File: src/rtl/rv32ie_pkg.sv
`default_nettype none
// ----------------------------------------------------------------------------
// rv32ie_pkg
// Shared constants and types of the RV32 integer execute unit: opcodes,
// function codes, status codes and the execute result bundle.
// ----------------------------------------------------------------------------
package rv32ie_pkg;

	localparam int REGISTER_COUNT = 32;

	localparam logic [6:0] OPC_ARITH_I = 7'b0010011;
	localparam logic [6:0] OPC_ARITH_R = 7'b0110011;
	localparam logic [6:0] OPC_BRANCH  = 7'b1100011;
	localparam logic [6:0] OPC_JALR    = 7'b1100111;
	localparam logic [6:0] OPC_JAL     = 7'b1101111;
	localparam logic [6:0] OPC_LUI     = 7'b0110111;
	localparam logic [6:0] OPC_AUIPC   = 7'b0010111;
	localparam logic [6:0] OPC_ENV     = 7'b1110011;

	localparam logic [4:0] SHAMT_MASK = 5'b11111;

	localparam logic [2:0] F3_ADD  = 3'b000;
	localparam logic [2:0] F3_SLL  = 3'b001;
	localparam logic [2:0] F3_SLT  = 3'b010;
	localparam logic [2:0] F3_SLTU = 3'b011;
	localparam logic [2:0] F3_XOR  = 3'b100;
	localparam logic [2:0] F3_SRL  = 3'b101;
	localparam logic [2:0] F3_OR   = 3'b110;
	localparam logic [2:0] F3_AND  = 3'b111;

	localparam logic [2:0] F3_BEQ  = 3'b000;
	localparam logic [2:0] F3_BNE  = 3'b001;
	localparam logic [2:0] F3_BLT  = 3'b100;
	localparam logic [2:0] F3_BGE  = 3'b101;
	localparam logic [2:0] F3_BLTU = 3'b110;
	localparam logic [2:0] F3_BGEU = 3'b111;

	localparam logic [11:0] ENV_EXIT = 12'd0;
	localparam logic [11:0] ENV_HALT = 12'd1;

	localparam logic [1:0] STATUS_OK      = 2'd0;
	localparam logic [1:0] STATUS_ILLEGAL = 2'd1;
	localparam logic [1:0] STATUS_EXIT    = 2'd2;
	localparam logic [1:0] STATUS_HALT    = 2'd3;

	localparam logic [31:0] JUMP_STALL = 32'd2;
	localparam logic [31:0] PC_STEP    = 32'd4;

	typedef struct packed {
		logic        wr;
		logic [4:0]  rd;
		logic [31:0] val;
		logic [31:0] npc;
		logic [1:0]  status;
		logic        jump;
	} exec_result_t;

endpackage
`default_nettype wire

File: src/rtl/rv32_integer_execute_unit.sv
`default_nettype none
// ----------------------------------------------------------------------------
// rv32_integer_execute_unit
// Executes one RV32 integer instruction per cycle, unless the output stalls,
// against its own register file, program counter and stall counter. A request
// enters an input stage that reads both source registers from the register
// file RAMs; the instruction then executes, writes back and lands in the
// result register, so the unit takes one instruction per cycle while the
// output is not stalled. That rate is set by the write-back to register read
// loop, closed by a bypass of the executing write into the operands of the
// request accepted at the same edge. The register file starts as all zero
// through a valid bit per entry.
// ----------------------------------------------------------------------------
module rv32_integer_execute_unit #(
	parameter int REGISTER_COUNT = rv32ie_pkg::REGISTER_COUNT
) (
	input  wire logic        clk,
	input  wire logic        arst_n,
	input  wire logic        in_valid,
	output logic             in_stall,
	input  wire logic [31:0] instruction,
	output logic             out_valid,
	input  wire logic        out_stall,
	output logic             write_enable,
	output logic [4:0]       write_register,
	output logic [31:0]      write_value,
	output logic [31:0]      next_pc,
	output logic [1:0]       status,
	output logic [31:0]      stall_total
);

	localparam int AW = $clog2(REGISTER_COUNT);

	function automatic logic reg_ok(input logic [4:0] idx);
		return (idx != 5'd0) && ({1'b0, idx} < 6'(REGISTER_COUNT));
	endfunction

	logic                      valid_s1;
	logic [31:0]               instr_s1;
	logic                      ok1_s1;
	logic                      ok2_s1;
	logic                      fwd1_s1;
	logic                      fwd2_s1;
	logic [31:0]               fwd_val_s1;
	logic                      valid_s2;
	logic [31:0]               pc_q;
	logic [31:0]               stall_q;
	logic [REGISTER_COUNT-1:0] rf_valid_q;

	logic                      accept;
	logic                      s1_adv;
	logic [4:0]                rs1_in;
	logic [4:0]                rs2_in;
	logic                      wb;
	logic                      fwd1;
	logic                      fwd2;
	logic [31:0]               rd1_data;
	logic [31:0]               rd2_data;
	logic [31:0]               src_a;
	logic [31:0]               src_b;
	logic [31:0]               stall_next;
	rv32ie_pkg::exec_result_t  res;

	assign s1_adv   = valid_s1 && (!valid_s2 || !out_stall);
	assign in_stall = valid_s1 && !s1_adv;
	assign accept   = in_valid && !in_stall;
	assign rs1_in   = instruction[19:15];
	assign rs2_in   = instruction[24:20];
	assign wb       = s1_adv && res.wr;
	assign fwd1     = wb && (res.rd == rs1_in);
	assign fwd2     = wb && (res.rd == rs2_in);

	rv32ie_ram #(.WIDTH(32), .DEPTH(REGISTER_COUNT)) u_rf_a (
		.clk     (clk),
		.wr_en   (wb),
		.wr_addr (res.rd[AW-1:0]),
		.wr_data (res.val),
		.rd_en   (accept),
		.rd_addr (rs1_in[AW-1:0]),
		.rd_data (rd1_data)
	);

	rv32ie_ram #(.WIDTH(32), .DEPTH(REGISTER_COUNT)) u_rf_b (
		.clk     (clk),
		.wr_en   (wb),
		.wr_addr (res.rd[AW-1:0]),
		.wr_data (res.val),
		.rd_en   (accept),
		.rd_addr (rs2_in[AW-1:0]),
		.rd_data (rd2_data)
	);

	assign src_a = !ok1_s1 ? 32'd0 : (fwd1_s1 ? fwd_val_s1 : rd1_data);
	assign src_b = !ok2_s1 ? 32'd0 : (fwd2_s1 ? fwd_val_s1 : rd2_data);

	rv32ie_exec #(.REGISTER_COUNT(REGISTER_COUNT)) u_exec (
		.instr (instr_s1),
		.pc    (pc_q),
		.src_a (src_a),
		.src_b (src_b),
		.res   (res)
	);

	assign stall_next = res.jump ? stall_q + rv32ie_pkg::JUMP_STALL : stall_q;

	always_ff @(posedge clk or negedge arst_n) begin
		if (!arst_n) begin
			valid_s1   <= 1'b0;
			valid_s2   <= 1'b0;
			pc_q       <= 32'd0;
			stall_q    <= 32'd0;
			rf_valid_q <= '0;
		end else begin
			if (accept) begin
				valid_s1 <= 1'b1;
			end else if (s1_adv) begin
				valid_s1 <= 1'b0;
			end
			if (s1_adv) begin
				valid_s2 <= 1'b1;
				pc_q     <= res.npc;
				stall_q  <= stall_next;
			end else if (!out_stall) begin
				valid_s2 <= 1'b0;
			end
			if (wb) begin
				rf_valid_q[res.rd[AW-1:0]] <= 1'b1;
			end
		end
	end

	always_ff @(posedge clk) begin
		if (accept) begin
			instr_s1   <= instruction;
			ok1_s1     <= reg_ok(rs1_in) && (fwd1 || rf_valid_q[rs1_in[AW-1:0]]);
			ok2_s1     <= reg_ok(rs2_in) && (fwd2 || rf_valid_q[rs2_in[AW-1:0]]);
			fwd1_s1    <= fwd1;
			fwd2_s1    <= fwd2;
			fwd_val_s1 <= res.val;
		end
		if (s1_adv) begin
			write_enable   <= res.wr;
			write_register <= res.rd;
			write_value    <= res.val;
			next_pc        <= res.npc;
			status         <= res.status;
			stall_total    <= stall_next;
		end
	end

	assign out_valid = valid_s2;

endmodule
`default_nettype wire

File: src/rtl/rv32ie_ram.sv
`default_nettype none
// ----------------------------------------------------------------------------
// rv32ie_ram
// Generic single write port, single read port RAM with registered read data.
// ----------------------------------------------------------------------------
module rv32ie_ram #(
	parameter int WIDTH = 32,
	parameter int DEPTH = 32
) (
	input  wire logic                     clk,
	input  wire logic                     wr_en,
	input  wire logic [$clog2(DEPTH)-1:0] wr_addr,
	input  wire logic [WIDTH-1:0]         wr_data,
	input  wire logic                     rd_en,
	input  wire logic [$clog2(DEPTH)-1:0] rd_addr,
	output logic      [WIDTH-1:0]         rd_data
);

	logic [WIDTH-1:0] mem_q [DEPTH];

	always_ff @(posedge clk) begin
		if (wr_en) begin
			mem_q[wr_addr] <= wr_data;
		end
		if (rd_en) begin
			rd_data <= mem_q[rd_addr];
		end
	end

endmodule
`default_nettype wire

File: src/rtl/rv32ie_exec.sv
`default_nettype none
// ----------------------------------------------------------------------------
// rv32ie_exec
// Decode and execute of one instruction: ALU, branch resolve, jumps,
// upper immediates and environment calls.
// ----------------------------------------------------------------------------
module rv32ie_exec #(
	parameter int REGISTER_COUNT = rv32ie_pkg::REGISTER_COUNT
) (
	input  wire logic [31:0]              instr,
	input  wire logic [31:0]              pc,
	input  wire logic [31:0]              src_a,
	input  wire logic [31:0]              src_b,
	output rv32ie_pkg::exec_result_t      res
);

	function automatic logic [31:0] alu(input logic [2:0] f3, input logic [31:0] a,
			input logic [31:0] b, input logic alt_sub, input logic alt_sra);
		logic [4:0]  sh;
		logic [31:0] r;
		sh = b[4:0] & rv32ie_pkg::SHAMT_MASK;
		case (f3)
			rv32ie_pkg::F3_ADD:  r = alt_sub ? a - b : a + b;
			rv32ie_pkg::F3_SLL:  r = a << sh;
			rv32ie_pkg::F3_SLT:  r = {31'd0, $signed(a) < $signed(b)};
			rv32ie_pkg::F3_SLTU: r = {31'd0, a < b};
			rv32ie_pkg::F3_XOR:  r = a ^ b;
			rv32ie_pkg::F3_SRL:  r = alt_sra ? 32'($signed(a) >>> sh) : a >> sh;
			rv32ie_pkg::F3_OR:   r = a | b;
			default:             r = a & b;
		endcase
		return r;
	endfunction

	logic [6:0]  opc;
	logic [4:0]  rd;
	logic [2:0]  f3;
	logic [6:0]  f7;
	logic [31:0] imm_i;
	logic [31:0] imm_b;
	logic [31:0] imm_j;
	logic [31:0] imm_u;
	logic [31:0] pc_plus4;
	logic [31:0] jalr_sum;
	logic        take;
	logic        wr;
	logic [31:0] val;
	logic [31:0] npc;
	logic [1:0]  status;
	logic        jump;
	logic        rd_ok;

	assign opc      = instr[6:0];
	assign rd       = instr[11:7];
	assign f3       = instr[14:12];
	assign f7       = instr[31:25];
	assign imm_i    = {{20{instr[31]}}, instr[31:20]};
	assign imm_b    = {{19{instr[31]}}, instr[31], instr[7], instr[30:25], instr[11:8], 1'b0};
	assign imm_j    = {{11{instr[31]}}, instr[31], instr[19:12], instr[20], instr[30:21], 1'b0};
	assign imm_u    = {instr[31:12], 12'd0};
	assign pc_plus4 = pc + rv32ie_pkg::PC_STEP;
	assign jalr_sum = src_a + imm_i;
	assign rd_ok    = (rd != 5'd0) && ({1'b0, rd} < 6'(REGISTER_COUNT));

	always_comb begin
		wr     = 1'b0;
		val    = 32'd0;
		npc    = pc_plus4;
		status = rv32ie_pkg::STATUS_OK;
		jump   = 1'b0;
		take   = 1'b0;
		case (opc)
			rv32ie_pkg::OPC_ARITH_I: begin
				val = alu(f3, src_a, imm_i, 1'b0, f7 != 7'd0);
				wr  = 1'b1;
			end
			rv32ie_pkg::OPC_ARITH_R: begin
				val = alu(f3, src_a, src_b, f7 != 7'd0, f7 != 7'd0);
				wr  = 1'b1;
			end
			rv32ie_pkg::OPC_BRANCH: begin
				case (f3)
					rv32ie_pkg::F3_BEQ:  take = src_a == src_b;
					rv32ie_pkg::F3_BNE:  take = src_a != src_b;
					rv32ie_pkg::F3_BLT:  take = $signed(src_a) < $signed(src_b);
					rv32ie_pkg::F3_BGE:  take = !($signed(src_a) < $signed(src_b));
					rv32ie_pkg::F3_BLTU: take = src_a < src_b;
					rv32ie_pkg::F3_BGEU: take = src_a >= src_b;
					default:             status = rv32ie_pkg::STATUS_ILLEGAL;
				endcase
				if (take) begin
					npc = pc + imm_b;
				end
			end
			rv32ie_pkg::OPC_JALR: begin
				val  = pc_plus4;
				wr   = 1'b1;
				npc  = {jalr_sum[31:1], 1'b0};
				jump = 1'b1;
			end
			rv32ie_pkg::OPC_JAL: begin
				val  = pc_plus4;
				wr   = 1'b1;
				npc  = pc + imm_j;
				jump = 1'b1;
			end
			rv32ie_pkg::OPC_LUI: begin
				val = imm_u;
				wr  = 1'b1;
			end
			rv32ie_pkg::OPC_AUIPC: begin
				val = pc + imm_u;
				wr  = 1'b1;
			end
			rv32ie_pkg::OPC_ENV: begin
				if (f3 != 3'd0) begin
					status = rv32ie_pkg::STATUS_ILLEGAL;
				end else if (instr[31:20] == rv32ie_pkg::ENV_EXIT) begin
					status = rv32ie_pkg::STATUS_EXIT;
					npc    = pc;
				end else if (instr[31:20] == rv32ie_pkg::ENV_HALT) begin
					status = rv32ie_pkg::STATUS_HALT;
				end
			end
			default: begin
				status = rv32ie_pkg::STATUS_ILLEGAL;
			end
		endcase
		if (status == rv32ie_pkg::STATUS_ILLEGAL) begin
			npc = pc;
			wr  = 1'b0;
		end
		wr = wr && rd_ok;
	end

	assign res.wr     = wr;
	assign res.rd     = wr ? rd : 5'd0;
	assign res.val    = wr ? val : 32'd0;
	assign res.npc    = npc;
	assign res.status = status;
	assign res.jump   = jump;

endmodule
`default_nettype wire

File: config.mk
export PLATFORM = sky130hd
export DESIGN_NAME = rv32_integer_execute_unit
export DESIGN_NICKNAME = d
export VERILOG_FILES = /design/src/rtl/rv32ie_pkg.sv /design/src/rtl/rv32_integer_execute_unit.sv /design/src/rtl/rv32ie_ram.sv /design/src/rtl/rv32ie_exec.sv
export SDC_FILE = /design/constraint.sdc
export NUM_CORES = 2
export LEC_CHECK = 0
export BUFFER_PORTS_ARGS = -buffer_cell sky130_fd_sc_hd__buf_2
export CORE_UTILIZATION = 62
export DETAILED_ROUTE_END_ITERATION = 6
export PLACE_DENSITY = 0.79
export SETUP_SLACK_MARGIN = 0.2
export SLEW_MARGIN = 20
export SYNTH_ARGS = -nofsm -noshare
export SYNTH_HDL_FRONTEND = slang
export SYNTH_SLANG_ARGS = --single-unit
File: constraint.sdc
create_clock -name clk -period 8.4 [get_ports clk]
set_clock_uncertainty 0.05 [all_clocks]
set_input_delay 0.84 -clock clk [delete_from_list [all_inputs] [get_ports clk]]
set_output_delay 0.84 -clock clk [all_outputs]
set_load 0.02 [all_outputs]
==> results.tsv <==
stage	metric	value	unit
place	port bufs	140	
cts	H-tree Lvls	4	
yosys	leading area contributor after synthesis	edfxtp_1	
route	wire length per cell	42.0	um
yosys	Mapped Area	0.0833	mm^2
yosys	sequential area share after synthesis	48.3	%
power	Reg power frac	44.3	%
timing	Setup violations, final	0	
yosys	Top FF cell, synth	edfxtp_1	
power	Sw Ratio	30.3	%
cts	post-CTS setup repair buffer count	0	
timing	Final WS setup	1.12	ns
cts	clock edge transition at the registers on the reported setup and hold paths	0.06	ns
timing	Setup TNS	0	ns
worst_setup_path	Max FO, Critical Path	34	
cts	TritonCTS clock tree	built	
timing	fmax	0.137	GHz
yosys	Commonest cells post-synth	edfxtp_1 (1259), mux4_2 (523), nor2_1 (464), nand2_1 (440), a21oi_1 (418)	
yosys	Cell variety after synth	90	
grt	GRT Total Usage	53.0	%
die	Vert. Die Dim	369	um
route	DR iter-0 viols	13500	
cts	Clock Latency Late Sink	0.84	ns
worst_setup_path	Setup crit start kind	flip-flop	
timing	unrepaired setup endpoints after global routing	no	
route	Routed Antenna Nets	0	
yosys	#FFs+latches synth	1356	
place	HPWL Detailed	222000	um
yosys	syn avg cell area	12.3	um^2
hold_path	worst min path class	in2reg	
grt	initial antenna violation count	18	
die	die area	0.136	mm^2
yosys	most frequent cell after synthesis	edfxtp_1	
worst_setup_path	Worst Path Required	8.84	ns
finish	layout cells sized above 1	20.3	%
worst_setup_path	CP Data Arrival Time	7.71	ns
die	Core Footprint	0.133	mm^2
cts	CTS resizes	0	
finish	Finished Core Util	68.5	%
worst_setup_path	Worst path most repeated cell	a21oi_1	
route	vias	71000	
worst_setup_path	CP Class	reg2reg	
cts	Num CTS Buffers	140	
die	Starting Density	62.4	%
yosys	number of flops mapped to enable cells by yosys	1259	
grt	largest net degree at the start of global routing	108	
grt	global-route wire length before repair	509000	um
die	io pins	142	
worst_setup_path	CP peak stage delay	0.97	ns
power	LEAKAGE	0.0343	uW
yosys	Synth warnings	0	
cts	Root Buffer	clkbuf_16	
place	GP Congestion	1.08	
die	Die Width	369	um
grt	overflow left after global routing	0	
power	Peak VDD IR	0.000263	V
yosys	FFs w/ async S/R, synth	7.15	%
cts	post-cts hold buffer count	1	
timing	Final period util	86.7	%
timing	Fin. Hold Viols	0	
yosys	Syn Inst Count	6798	
timing	Max Transition Viols Final	0	
route	Residual DRC	2	
power	internal power	12000	uW
timing	Worst slew margin	16.5	%
cts	CTS sink count	1356	
power	Clk network pwr share	38.1	%
grt	vias in the first global route	68200	
yosys	top-area cell type share of the netlist area	45.4	%
yosys	Synth area leaders	edfxtp_1 (45%), mux4_2 (14%), mux2i_1 (4.1%), ha_1 (3.9%), dfrtp_1 (2.9%)	
timing	final hold slack	0.138	ns
power	PD cells	188	mW/mm^2
finish	P&R area growth vs syn	9.66	%
flow_run	Max Cap Viol	0	
route	Vias/cell	8.17	
run_status	outcome	complete, but fails checks	
power	combinational share of power	17.6	%
timing	worst slew pin tran	1.25	ns
run_status	violated checks	DRC	
timing	min cycle time layout	7.28	ns
power	Total Power	17200	uW
route	Post-Route WL	365000	um
power	P_sw	5210	uW
cts	deepest clock path buffer count	3	
place	worst slack, placed	1.41	ns
worst_setup_path	cells along the critical path	mux2i_1 > nor2_1 > inv_1 > fa_1 > or2_2 > a21oi_1 > o221a_2 > a21oi_1 > o31ai_1 > a41oi_1 > o31ai_1 > mux2i_1 > a21oi_1 > nor3_1 > o22ai_2 > buf_4	
worst_setup_path	Crit. End Element	flip-flop	
finish	Layout Nets	7095	
die	Rows	134	
route	TritonRoute pass-1 iters	7	
worst_setup_path	CP max-delay cell	edfxtp_1	
==> final timing paths <==
check / startpoint / to / slack (ns) / cells past startpoint
min in group asynchronous: arst_n / pc_q[28]$_DFFE_PN0P_ / 0.49 / 2
worst max-delay path: fwd1_s1$_DFFE_PP_ / u_rf_b.mem_q[10][30]$_DFFE_PP_ / 1.12 / 16
max in group asynchronous: arst_n / rf_valid_q[26]$_DFFE_PN0P_ / 6.50 / 3
worst max register to register: fwd1_s1$_DFFE_PP_ / u_rf_b.mem_q[10][30]$_DFFE_PP_ / 1.12 / 16
worst min-delay path: instruction[7] / instr_s1[7]$_DFFE_PP_ / 0.14 / 1
worst min register to register: rf_valid_q[0]$_DFFE_PN0P_ / rf_valid_q[0]$_DFFE_PN0P_ / 0.43 / 0
==> stage by stage <==
step                cells  instance area, um^2
floorplan            6830                83400
detailed placement   8420                86600
global placement     8420                86600
CTS                  8673                91300
global route         8675                91300
finish               8684                91400
==> logic make-up (layout without fill, tap and decap cells) <==
logic type                 Yosys count  count (layout)  share of synthesized area (%)
and+or+nand+nor                   1436            1436                           7.92
xor gates and xnor gates           246             246                           2.59
DFF                               1356            1356                           48.3
adders and majority gates          262             262                           3.97
buffers and inverters              739             816                           3.40
muxes                             1016            1016                           20.3
other                                1              42                        0.00450
AOI/OAI and AO/OA                 1742            1742                           13.5
==> power groups by stage <==
stage          combinational (uW)  clock [uW]  sequential, uW
2_1_floorplan                1840           0            7690
3_3_place_gp                 2840           0            7720
3_5_place_dp                 2850           0            7720
4_1_cts                      2880        6470            7580
5_1_grt                      3120        6690            7600
6_report                     3030        6540            7600
==> placed cells by master (no fill, tap or decap), types with 27 or more instances in the layout <==
cell type  netlist  layout
clkbuf_16        0     140
nand2b_1        70      70
o21a_1          28      28
ha_1           258     258
buf_2           13     129
a211oi_1       124     124
edfxtp_1      1259    1259
o21ai_0        399     397
conb_1           1      33
mux2i_1        342     342
nor2b_1         35      31
nor3_1          78      76
or2_2           49      49
or3_1           35      33
a221oi_1        94      94
o221ai_1       112     112
inv_1          187     186
xnor2_1        142     142
clkinv_1         8      39
buf_4            4     217
mux4_2         523     523
nand2_1        440     432
o21ai_1         35      35
nand4_1         36      36
a21o_1          50      50
and3_1          27      27
dfrtp_1         97      97
nand3_1         95      95
nor2_4           0      30
mux2_2         149     149
o211ai_1        84      84
xor2_1         104     104
a21oi_1        418     413
o22ai_1         93      85
and2_1          41      40
a22oi_1         28      28
nor2_1         464     429
o21bai_1        27      27
a31oi_1         57      47
==> critical path, delay by kind of cell (launching register included) <==
family	cells	cell delay, ns
adders and majority gates	1	0.56
AOI/OAI and AO/OA	8	2.30
DFF	1	0.97
buffers and inverters	2	0.63
and+or+nand+nor	3	1.80
muxes	2	0.59
==> layer usage <==
metal	global-route usage [%]	share of wire, %	wire length, um	vias to the layer above
li1	-	-	-	26700
met1	63.8	31	115000	33900
met2	76.5	43	155000	8140
met3	20.9	16	58400	2266
met4	40.8	9.9	36200	16
met5	0	0.034	123	-
==> registers in the layout, summed over array words and instances, names as in the netlist <==
register        cells
fwd2_s1             1
u_rf_a.mem_q       32
u_rf_a.rd_data     32
ok2_s1              1
write_enable        1
stall_q            31
fwd1_s1             1
valid_s1            1
status              2
instr_s1           32
u_rf_b.mem_q      992
write_register      5
next_pc            32
out_valid           1
fwd_val_s1         32
ok1_s1              1
write_value        32
rf_valid_q         32
pc_q               32
u_rf_b.rd_data     32
stall_total        31
==> final cells by class <==
class                           count  area [um^2]
Multi-Input combinational cell   4735        41000
Sequential cell                  1356        40200
Tap cell                         1768         2210
Antenna cell                        9         22.5
Timing Repair Buffer              360         2520
Clock buffer                      165         3620
Inverter                          204          771
Fill cell                        8713        42100
Clock inverter                     87         1040
No activity file was read; power rests on OpenSTA's default activity.
